[config.mk]
export PLATFORM = sky130hd
export DESIGN_NAME = date_string_parse_validate
export DESIGN_NICKNAME = d
export VERILOG_FILES = /design/src/rtl/dspv_pkg.sv /design/src/rtl/dspv_regs.sv /design/src/rtl/dspv_parser.sv /design/src/rtl/dspv_check.sv /design/src/rtl/date_string_parse_validate.sv
export SDC_FILE = /design/constraint.sdc
export NUM_CORES = 1
export LEC_CHECK = 0
export BUFFER_PORTS_ARGS = -buffer_cell sky130_fd_sc_hd__buf_2
export CORE_AREA = 4 4 249 129
export DETAILED_ROUTE_END_ITERATION = 10
export DIE_AREA = 0 0 253 133
export PLACE_DENSITY = 0.65
export SYNTH_ARGS = -nofsm -noshare
export SYNTH_HDL_FRONTEND = slang
export SYNTH_SLANG_ARGS = --single-unit
[constraint.sdc]
create_clock -name clk -period 7.3 [get_ports clk]
set_clock_uncertainty 0.2 [all_clocks]
set_input_delay 1.095 -clock clk [delete_from_list [all_inputs] [get_ports clk]]
set_output_delay 1.095 -clock clk [all_outputs]
set_load 0.005 [all_outputs]
[src/rtl/dspv_pkg.sv]
`timescale 1ns / 1ps

package dspv_pkg;

  localparam int unsigned CHAR_W  = 8;
  localparam int unsigned MONTH_W = 8;
  localparam int unsigned DAY_W   = 8;
  localparam int unsigned YEAR_W  = 16;
  localparam int unsigned REG_W   = 14;
  localparam int unsigned ADDR_W  = 2;
  localparam int unsigned MLEN_W  = 5;

  // Result status codes.
  localparam logic [1:0] ST_VALID   = 2'd0;
  localparam logic [1:0] ST_INVALID = 2'd1;
  localparam logic [1:0] ST_EMPTY   = 2'd2;

  // Configuration register indexes.
  localparam logic [ADDR_W-1:0] CFG_YEAR_LOW     = 2'd0;
  localparam logic [ADDR_W-1:0] CFG_YEAR_HIGH    = 2'd1;
  localparam logic [ADDR_W-1:0] CFG_CENTURY_BASE = 2'd2;

  localparam logic [REG_W-1:0] YEAR_LOW_RST     = 14'd1980;
  localparam logic [REG_W-1:0] YEAR_HIGH_RST    = 14'd2099;
  localparam logic [REG_W-1:0] CENTURY_BASE_RST = 14'd1900;

  localparam logic [CHAR_W-1:0] CH_NUL   = 8'h00;
  localparam logic [CHAR_W-1:0] CH_ZERO  = 8'h30;
  localparam logic [CHAR_W-1:0] CH_NINE  = 8'h39;
  localparam logic [CHAR_W-1:0] CH_SLASH = 8'h2F;
  localparam logic [CHAR_W-1:0] CH_DOT   = 8'h2E;
  localparam logic [CHAR_W-1:0] CH_DASH  = 8'h2D;

  localparam logic [YEAR_W-1:0] TWO_DIGIT_MAX = 16'd99;

  // 25 * INV25 == 1 (mod 2^16). A 16-bit value is a multiple of 25 exactly
  // when its product with INV25, taken mod 2^16, is at most 65535 / 25.
  localparam logic [YEAR_W-1:0] INV25     = 16'd23593;
  localparam logic [YEAR_W-1:0] DIV25_MAX = 16'd2621;

  localparam logic [MONTH_W-1:0] FEBRUARY = 8'd2;
  localparam logic [DAY_W-1:0]   LEAP_DAY = 8'd29;

  typedef enum logic [1:0] {
    PH_MONTH,
    PH_DAY,
    PH_YEAR,
    PH_IGNORE
  } phase_t;

  typedef struct packed {
    logic [REG_W-1:0] year_low;
    logic [REG_W-1:0] year_high;
    logic [REG_W-1:0] century_base;
  } cfg_t;

  // One finished string as it leaves the parser.
  typedef struct packed {
    logic               empty;
    logic               syn_fail;
    logic [MONTH_W-1:0] month;
    logic [DAY_W-1:0]   day;
    logic [YEAR_W-1:0]  year;
  } snap_t;

  // Partial checks, registered ahead of the final leap-year decision.
  typedef struct packed {
    logic               empty;
    logic               syn_fail;
    logic [MONTH_W-1:0] month;
    logic [DAY_W-1:0]   day;
    logic [YEAR_W-1:0]  year;
    logic [YEAR_W-1:0]  prod25;
    logic               range_ok;
    logic               day_std_ok;
    logic               feb29;
    logic               div4;
    logic               div16;
  } chk_t;

  // Days in a month of a common year; zero for a month out of range.
  function automatic logic [MLEN_W-1:0] month_len(input logic [MONTH_W-1:0] m);
    logic [MLEN_W-1:0] len;
    case (m)
      8'd1, 8'd3, 8'd5, 8'd7, 8'd8, 8'd10, 8'd12: len = 5'd31;
      8'd4, 8'd6, 8'd9, 8'd11:                    len = 5'd30;
      8'd2:                                       len = 5'd28;
      default:                                    len = 5'd0;
    endcase
    return len;
  endfunction

endpackage

[src/rtl/dspv_regs.sv]
`timescale 1ns / 1ps

module dspv_regs (
  input  logic                        clk,
  input  logic                        rst_n,
  input  logic                        cfg_wr_en,
  input  logic [dspv_pkg::ADDR_W-1:0] cfg_addr,
  input  logic [dspv_pkg::REG_W-1:0]  cfg_wdata,
  output dspv_pkg::cfg_t              cfg
);

  dspv_pkg::cfg_t cfg_r;
  dspv_pkg::cfg_t cfg_nxt;

  always_comb begin
    cfg_nxt = cfg_r;
    if (cfg_wr_en) begin
      unique case (cfg_addr)
        dspv_pkg::CFG_YEAR_LOW:     cfg_nxt.year_low     = cfg_wdata;
        dspv_pkg::CFG_YEAR_HIGH:    cfg_nxt.year_high    = cfg_wdata;
        dspv_pkg::CFG_CENTURY_BASE: cfg_nxt.century_base = cfg_wdata;
        default:                    cfg_nxt = cfg_r;
      endcase
    end
  end

  always_ff @(posedge clk) begin
    if (!rst_n) begin
      cfg_r.year_low     <= dspv_pkg::YEAR_LOW_RST;
      cfg_r.year_high    <= dspv_pkg::YEAR_HIGH_RST;
      cfg_r.century_base <= dspv_pkg::CENTURY_BASE_RST;
    end else begin
      cfg_r <= cfg_nxt;
    end
  end

  assign cfg = cfg_r;

endmodule

[src/rtl/dspv_parser.sv]
`timescale 1ns / 1ps

module dspv_parser (
  input  logic                        clk,
  input  logic                        rst_n,
  input  logic                        in_tvalid,
  output logic                        in_tready,
  input  logic [dspv_pkg::CHAR_W-1:0] in_char,
  input  logic                        snap_ready,
  output logic                        snap_valid,
  output dspv_pkg::snap_t             snap
);

  dspv_pkg::phase_t phase_r, phase_nxt;
  logic at_start_r, at_start_nxt;
  logic has_digit_r, has_digit_nxt;
  logic syn_fail_r, syn_fail_nxt;
  logic [dspv_pkg::MONTH_W-1:0] month_r, month_nxt;
  logic [dspv_pkg::DAY_W-1:0]   day_r, day_nxt;
  logic [dspv_pkg::YEAR_W-1:0]  year_r, year_nxt;
  logic            snap_valid_r;
  dspv_pkg::snap_t snap_r;

  logic        accept, term, digit, sep;
  logic [3:0]  dval;
  logic [11:0] month_mac, day_mac;
  logic [19:0] year_mac;
  logic [dspv_pkg::MONTH_W-1:0] month_sat;
  logic [dspv_pkg::DAY_W-1:0]   day_sat;
  logic [dspv_pkg::YEAR_W-1:0]  year_sat;

  assign in_tready = !snap_valid_r || snap_ready;
  assign accept    = in_tvalid && in_tready;
  assign term      = (in_char == dspv_pkg::CH_NUL);
  assign digit     = (in_char >= dspv_pkg::CH_ZERO) && (in_char <= dspv_pkg::CH_NINE);
  assign sep       = (in_char == dspv_pkg::CH_SLASH) || (in_char == dspv_pkg::CH_DOT) ||
                     (in_char == dspv_pkg::CH_DASH);
  assign dval      = digit ? 4'(in_char - dspv_pkg::CH_ZERO) : 4'd0;

  // Times ten plus the new digit, as shifts and adds, then saturate.
  assign month_mac = {1'b0, month_r, 3'b000} + {3'b000, month_r, 1'b0} + {8'd0, dval};
  assign day_mac   = {1'b0, day_r, 3'b000} + {3'b000, day_r, 1'b0} + {8'd0, dval};
  assign year_mac  = {1'b0, year_r, 3'b000} + {3'b000, year_r, 1'b0} + {16'd0, dval};
  assign month_sat = (month_mac > 12'd255) ? 8'hFF : month_mac[7:0];
  assign day_sat   = (day_mac > 12'd255) ? 8'hFF : day_mac[7:0];
  assign year_sat  = (year_mac > 20'd65535) ? 16'hFFFF : year_mac[15:0];

  // Next phase.
  always_comb begin
    phase_nxt = phase_r;
    if (accept) begin
      if (term) begin
        phase_nxt = dspv_pkg::PH_MONTH;
      end else begin
        unique case (phase_r)
          dspv_pkg::PH_MONTH: begin
            if (!digit) begin
              phase_nxt = (sep && has_digit_r) ? dspv_pkg::PH_DAY : dspv_pkg::PH_IGNORE;
            end
          end
          dspv_pkg::PH_DAY: begin
            if (!digit) begin
              phase_nxt = (sep && has_digit_r) ? dspv_pkg::PH_YEAR : dspv_pkg::PH_IGNORE;
            end
          end
          dspv_pkg::PH_YEAR: begin
            if (!digit) begin
              phase_nxt = dspv_pkg::PH_IGNORE;
            end
          end
          default: phase_nxt = phase_r;
        endcase
      end
    end
  end

  // Accumulators and flags.
  always_comb begin
    at_start_nxt  = at_start_r;
    has_digit_nxt = has_digit_r;
    syn_fail_nxt  = syn_fail_r;
    month_nxt     = month_r;
    day_nxt       = day_r;
    year_nxt      = year_r;
    if (accept) begin
      if (term) begin
        at_start_nxt  = 1'b1;
        has_digit_nxt = 1'b0;
        syn_fail_nxt  = 1'b0;
        month_nxt     = '0;
        day_nxt       = '0;
        year_nxt      = '0;
      end else begin
        at_start_nxt = 1'b0;
        unique case (phase_r)
          dspv_pkg::PH_MONTH: begin
            if (digit) begin
              month_nxt     = month_sat;
              has_digit_nxt = 1'b1;
            end else if (sep && has_digit_r) begin
              has_digit_nxt = 1'b0;
            end else begin
              syn_fail_nxt = 1'b1;
            end
          end
          dspv_pkg::PH_DAY: begin
            if (digit) begin
              day_nxt       = day_sat;
              has_digit_nxt = 1'b1;
            end else if (sep && has_digit_r) begin
              has_digit_nxt = 1'b0;
            end
          end
          dspv_pkg::PH_YEAR: begin
            if (digit) begin
              year_nxt      = year_sat;
              has_digit_nxt = 1'b1;
            end
          end
          default: has_digit_nxt = has_digit_r;
        endcase
      end
    end
  end

  always_ff @(posedge clk) begin
    if (!rst_n) begin
      phase_r      <= dspv_pkg::PH_MONTH;
      at_start_r   <= 1'b1;
      has_digit_r  <= 1'b0;
      syn_fail_r   <= 1'b0;
      month_r      <= '0;
      day_r        <= '0;
      year_r       <= '0;
      snap_valid_r <= 1'b0;
    end else begin
      phase_r     <= phase_nxt;
      at_start_r  <= at_start_nxt;
      has_digit_r <= has_digit_nxt;
      syn_fail_r  <= syn_fail_nxt;
      month_r     <= month_nxt;
      day_r       <= day_nxt;
      year_r      <= year_nxt;
      if (in_tready) begin
        snap_valid_r <= accept && term;
      end
    end
  end

  always_ff @(posedge clk) begin
    if (accept && term) begin
      snap_r.empty    <= at_start_r;
      snap_r.syn_fail <= syn_fail_r;
      snap_r.month    <= month_r;
      snap_r.day      <= day_r;
      snap_r.year     <= year_r;
    end
  end

  assign snap_valid = snap_valid_r;
  assign snap       = snap_r;

endmodule

[src/rtl/dspv_check.sv]
`timescale 1ns / 1ps

module dspv_check (
  input  logic                           clk,
  input  logic                           rst_n,
  input  dspv_pkg::cfg_t                 cfg,
  input  logic                           snap_valid,
  output logic                           snap_ready,
  input  dspv_pkg::snap_t                snap,
  output logic                           res_valid,
  input  logic                           res_ready,
  output logic [1:0]                     res_status,
  output logic [dspv_pkg::MONTH_W-1:0]   res_month,
  output logic [dspv_pkg::DAY_W-1:0]     res_day,
  output logic [dspv_pkg::YEAR_W-1:0]    res_year
);

  // Stage B: year after century expansion.
  logic            vb_r;
  dspv_pkg::snap_t b_r, b_nxt;
  // Stage C: registered partial checks.
  logic            vc_r;
  dspv_pkg::chk_t  c_r, c_nxt;
  // Result register.
  logic                         vo_r;
  logic [1:0]                   status_r, status_nxt;
  logic [dspv_pkg::MONTH_W-1:0] month_r;
  logic [dspv_pkg::DAY_W-1:0]   day_r;
  logic [dspv_pkg::YEAR_W-1:0]  year_r;

  logic o_ready, c_ready, b_ready;
  logic [dspv_pkg::YEAR_W-1:0] prod25;
  logic [dspv_pkg::MLEN_W-1:0] mlen;
  logic div25, leap, date_ok;

  assign o_ready    = !vo_r || res_ready;
  assign c_ready    = !vc_r || o_ready;
  assign b_ready    = !vb_r || c_ready;
  assign snap_ready = b_ready;

  always_comb begin
    b_nxt = snap;
    if (!snap.empty && !snap.syn_fail && (snap.year <= dspv_pkg::TWO_DIGIT_MAX)) begin
      // Small year plus a 14-bit base cannot pass 16 bits.
      b_nxt.year = snap.year + {2'b00, cfg.century_base};
    end
  end

  // Only the low 16 bits of the product matter for the divisibility test.
  assign prod25 = b_r.year * dspv_pkg::INV25;
  assign mlen   = dspv_pkg::month_len(b_r.month);

  always_comb begin
    c_nxt.empty      = b_r.empty;
    c_nxt.syn_fail   = b_r.syn_fail;
    c_nxt.month      = b_r.month;
    c_nxt.day        = b_r.day;
    c_nxt.year       = b_r.year;
    c_nxt.prod25     = prod25;
    c_nxt.range_ok   = (b_r.year >= {2'b00, cfg.year_low}) &&
                       (b_r.year <= {2'b00, cfg.year_high});
    c_nxt.day_std_ok = (b_r.day != '0) && (b_r.day <= {3'b000, mlen});
    c_nxt.feb29      = (b_r.month == dspv_pkg::FEBRUARY) && (b_r.day == dspv_pkg::LEAP_DAY);
    c_nxt.div4       = (b_r.year[1:0] == 2'b00);
    c_nxt.div16      = (b_r.year[3:0] == 4'b0000);
  end

  // Leap year: divisible by 4 and not by 100, or divisible by 400.
  assign div25   = (c_r.prod25 <= dspv_pkg::DIV25_MAX);
  assign leap    = c_r.div4 && (!div25 || c_r.div16);
  assign date_ok = c_r.range_ok && (c_r.day_std_ok || (c_r.feb29 && leap));

  always_comb begin
    if (c_r.empty) begin
      status_nxt = dspv_pkg::ST_EMPTY;
    end else if (c_r.syn_fail || !date_ok) begin
      status_nxt = dspv_pkg::ST_INVALID;
    end else begin
      status_nxt = dspv_pkg::ST_VALID;
    end
  end

  always_ff @(posedge clk) begin
    if (!rst_n) begin
      vb_r <= 1'b0;
      vc_r <= 1'b0;
      vo_r <= 1'b0;
    end else begin
      if (b_ready) begin
        vb_r <= snap_valid;
      end
      if (c_ready) begin
        vc_r <= vb_r;
      end
      if (o_ready) begin
        vo_r <= vc_r;
      end
    end
  end

  always_ff @(posedge clk) begin
    if (b_ready && snap_valid) begin
      b_r <= b_nxt;
    end
    if (c_ready && vb_r) begin
      c_r <= c_nxt;
    end
    if (o_ready && vc_r) begin
      status_r <= status_nxt;
      month_r  <= c_r.month;
      day_r    <= c_r.day;
      year_r   <= c_r.empty ? '0 : c_r.year;
    end
  end

  assign res_valid  = vo_r;
  assign res_status = status_r;
  assign res_month  = month_r;
  assign res_day    = day_r;
  assign res_year   = year_r;

endmodule

[src/rtl/date_string_parse_validate.sv]
`timescale 1ns / 1ps
// Month/day/year date string checker.
// The in_ channel carries one ASCII character per request in in_tdata; a zero
// character ends the string. Digits build the month, day and year fields,
// which are separated by '/', '.' or '-'. Characters are taken back to back
// while in_tready is high. Only the terminator produces a request on the
// out_ channel: a status (valid, invalid or empty) with the parsed month,
// day and year. On its way out that result passes the parser's snapshot
// register, a century-expansion stage, a stage holding the leap-year
// multiply and the range compares, and then the output register.
// A stalled receiver holds the result in the output register; the stages
// behind it keep filling, and characters are still taken until a finished
// string waits in the parser while every later stage is full.
// The cfg_ port writes year_low, year_high and century_base by index; it is
// meant to be used while no string is in flight.
// Reset (rst_n low, synchronous) empties the result pipeline, puts the
// parser at the start of a string and loads the default year window
// 1980 to 2099 with century base 1900.

module date_string_parse_validate (
  input  logic                        clk,
  input  logic                        rst_n,
  input  logic                        in_tvalid,
  output logic                        in_tready,
  input  logic [7:0]                  in_tdata,   // [7:0] char_code
  output logic                        out_tvalid,
  input  logic                        out_tready,
  // [1:0] status, [9:2] month_out, [17:10] day_out, [33:18] year_out,
  // [39:34] zero
  output logic [39:0]                 out_tdata,
  input  logic                        cfg_wr_en,
  input  logic [dspv_pkg::ADDR_W-1:0] cfg_addr,
  input  logic [dspv_pkg::REG_W-1:0]  cfg_wdata
);

  dspv_pkg::cfg_t  cfg;
  dspv_pkg::snap_t snap;
  logic snap_valid, snap_ready;
  logic [1:0]                   res_status;
  logic [dspv_pkg::MONTH_W-1:0] res_month;
  logic [dspv_pkg::DAY_W-1:0]   res_day;
  logic [dspv_pkg::YEAR_W-1:0]  res_year;

  dspv_regs u_regs (
    .clk       (clk),
    .rst_n     (rst_n),
    .cfg_wr_en (cfg_wr_en),
    .cfg_addr  (cfg_addr),
    .cfg_wdata (cfg_wdata),
    .cfg       (cfg)
  );

  // Character parser; holds the per-string state and the finished snapshot.
  dspv_parser u_parser (
    .clk        (clk),
    .rst_n      (rst_n),
    .in_tvalid  (in_tvalid),
    .in_tready  (in_tready),
    .in_char    (in_tdata),
    .snap_ready (snap_ready),
    .snap_valid (snap_valid),
    .snap       (snap)
  );

  // Date checks and the output register.
  dspv_check u_check (
    .clk        (clk),
    .rst_n      (rst_n),
    .cfg        (cfg),
    .snap_valid (snap_valid),
    .snap_ready (snap_ready),
    .snap       (snap),
    .res_valid  (out_tvalid),
    .res_ready  (out_tready),
    .res_status (res_status),
    .res_month  (res_month),
    .res_day    (res_day),
    .res_year   (res_year)
  );

  assign out_tdata = {6'd0, res_year, res_day, res_month, res_status};

endmodule

==> impl_metrics.csv <==
group,metric,value,unit
critical_path,regToRegEndpoint,"u_check.c_r[19]",
yosys,synth_top_area_frac,0.346,
clock_network,clock_path_buffers,3,
critical_path,start_kind,"primary input",
power,swShare,0.216,
timing,fmaxAchievable,0.213,GHz
clock_network,ctsHoldBuffers,0,
power,pwr-share-seq,0.519,
outcome,outcome,"completed",
grt,grt_util_met3,0.0320,
power,combPwrFrac,0.044,
timing,slew_headroom,0.264,
power,leakage,6.47,nW
timing,hold_viol,0,
critical_path,endpoint,"u_parser.year_r[0]",
detailed_routing,dr.pass1.iters,5,
grt,antenna_found_initial,0,
critical_path,arrival,4840,ps
job,drv_cap,0,
grt,grt_overflow,0,
grt,grt_usage,0.176,
timing,period_minus_slack,4690,ps
critical_path,crit_fanout,16,
place,gp_congestion,0.871,
timing,grt_setup_unrepaired,"false",
clock_network,cts_setup_buffers,0,
grt,grt_util_met2,0.224,
timing,finalSetupViolCount,0,
critical_path,r2r_slack,2720,ps
timing,period_share,0.642,
timing,worst_slew_pin_slew,1100,ps
cells_and_area,drive_above_1_share,0.102,
yosys,synth_edf_count,154,
clock_network,cts_tree,"built",
timing,setup_tns,0,ps
power,total_power,0.00279,W
die,initial_utilization,0.446,
detailed_routing,wl,29300,microns
yosys,synthAdderAreaFrac,0.198,
die,fp.dieW,253,microns
grt,grt_busiest_layer,"met1",
critical_path,critical_path_class,"primary input to flip-flop",
power,p_sw,0.000604,W
yosys,synth_xor_area_frac,0.0348,
detailed_routing,vias,8994,
place,io_buffers,64,
critical_path,rr_worst_depth,15,
critical_path,end_kind,"flip-flop",
yosys,synth.largest_area_cell,"edfxtp_1",
grt,grt_pass1_wl,47100,microns
detailed_routing,wl_per_cell,17.5,microns
min_path,hold_path_class,"flip-flop to flip-flop",
detailed_routing,drtIter0Drc,683,
yosys,yosys_most_used_dff,"edfxtp_1",
power,p_int,0.00219,W
yosys,synth_mux_area_frac,0.00994,
yosys,ys_top_cells_by_area,"edfxtp_1 (35%), ha_1 (16%), dfxtp_1 (13%)",
yosys,yosysWarnings,0,
power,p_clk_frac,0.438,
place,hpwl,22100,microns
detailed_routing,via_per_inst,5.35,
yosys,synth_compound_area_frac,0.136,
cells_and_area,antenna_cells,0,
clock_network,htreeDepth,1,
yosys,yosys.cell_types.count,71,
die,top_level_ports,71,
grt,grt_pass1_vias,8337,
timing,maxSlewViolCount,0,
clock_network,root_buffer,"clkbuf_16",
yosys,synth_seq_cells,240,
cells_and_area,nets,1492,
clock_network,clk_latency,530,ps
die,fp.dieArea,0.0336,sq mm
clock_network,cts-resized-gates,0,
power,p_per_area,188,mW/mm^2
grt,use_met1,0.304,
clock_network,clkTransAtPathRegs,70,ps
power,peakVddDrop,153,uV
die,core,0.0300,sq mm
critical_path,crit_start,"in_tdata[6]",
cells_and_area,area_growth_syn_to_layout,11.2,%
yosys,synth_area,0.0133,sq mm
critical_path,reg2reg_from,"u_check.b_r[2]",
die,dieHeight,133,microns
yosys,synth_async_sr_flop_share,0,
yosys,yosys.area_share.simple,0.0986,
clock_network,clock-sinks,240,
grt,grt_max_degree,47,
detailed_routing,ant_nets,0,
yosys,synth_area_per_cell,11.1,sq um
critical_path,crit_required,7460,ps
yosys,synth_cells,1202,
die,row_count,45,
yosys,synth_top_family_by_area,"adder cells",
clock_network,cts_buffers,22,
detailed_routing,drc,0,
yosys,ys_seq_area_frac,0.475,
[state kept, by name, summed over array words and instances (netlist names), named ones only]
register	flops
u_check.b_r	34
u_check.c_r	52
u_check.res_day	8
u_check.res_month	8
u_check.res_status	2
u_check.res_valid	1
u_check.res_year	16
u_check.vb_r	1
u_check.vc_r	1
u_parser.at_start_r	1
u_parser.day_r	8
u_parser.has_digit_r	1
u_parser.month_r	8
u_parser.phase_r	2
u_parser.snap	34
u_parser.snap_valid	1
u_parser.syn_fail_r	1
u_parser.year_r	16
u_regs.cfg	42
[power by group through the flow]
stage | clock (W) | combinational [W] | sequential [W]
after CTS | 0.00126 | 0.000120 | 0.00145
final | 0.00122 | 0.000122 | 0.00145
after floorplan | 0 | 0.0000846 | 0.00148
after global placement | 0 | 0.000116 | 0.00148
after global routing | 0.00132 | 0.000137 | 0.00145
after detailed placement | 0 | 0.000119 | 0.00148
[metrics by stage]
step           setup WS, ps  area [sq um]  utilization  hold WS, ps  instances
2_1_floorplan          1570         13400            -          200       1207
4_1_cts                2640         14800        0.495          214       1680
6_report               2610         14800        0.495          215       1680
3_3_place_gp           2200         14100        0.470          204       1640
5_1_grt                2340         14800        0.495          229       1680
3_5_place_dp           2090         14100        0.470          205       1640
[cells in the final DEF, fill, tap and decap left out, drive strengths merged, types with 16 or more instances in the layout]
master,synthesis,layout
ha,176,176
edfxtp,154,154
inv,120,121
nand2,110,110
a21oi,99,99
dfxtp,86,86
buf,15,70
nor2,43,43
o21ai,37,37
a21o,33,33
nor2b,28,28
xor2,27,27
xnor2,26,26
clkbuf,21,24
fa,22,22
a211oi,21,21
a31oi,16,16
nor3,16,16
[cell usage after synthesis (20+ instances only)]
master and n:
inv_1 120, dfxtp_1 86, xnor2_1 26, xor2_1 27, clkbuf_1 20, nor2b_1 28
a21oi_1 98, a21o_1 33, o21ai_0 34, edfxtp_1 154, ha_1 176, fa_1 22
nand2_1 110, nor2_1 42
[critical path, cell delays in order]
cell	delay (ps)
buf_2	100
and4bb_2	330
and3_1	240
ha_1	260
ha_1	250
fa_1	450
a211oi_2	270
o211ai_1	160
a21oi_1	270
o22ai_1	120
xor2_1	180
nor4_4	910
a311oi_1	190
[kinds of logic (layout without fill, tap and decap cells)]
group,after synthesis,in the layout
adders and majority gates,198,198
other,1,6
xor gates and xnor gates,53,53
muxes,13,13
DFF,240,240
buffers and inverters,156,230
and+or+nand+nor,266,266
AOI/OAI and AO/OA,275,275
[worst min path at each step]
stage | end | startpoint | slack [ps] | cells past startpoint
detailed placement | u_check.b_r[19] | u_parser.snap[19] | 200 | 0
finish | u_check.b_r[20] | u_parser.snap[20] | 220 | 0
global route | u_check.b_r[19] | u_parser.snap[19] | 230 | 0
floorplan | u_check.b_r[16] | u_parser.snap[16] | 200 | 0
CTS | u_check.b_r[20] | u_parser.snap[20] | 210 | 0
global placement | u_check.res_day[3] | u_check.c_r[40] | 200 | 0
[area by class of cell]
type,count,area (sq um)
Fill cell,2666,15100
Multi-Input combinational cell,811,6410
Sequential cell,240,6350
Clock buffer,24,558
Tap cell,399,499
Inverter,120,450
Timing Repair Buffer,70,365
Clock inverter,16,205
[per-layer routing]
metal | vias to the layer above | routed length [microns]
li1 | 4427 | -
met1 | 4305 | 16200
met2 | 232 | 10800
met3 | 30 | 1960
met4 | 0 | 369
met5 | - | 0
Power figures use the tool's default switching activity.
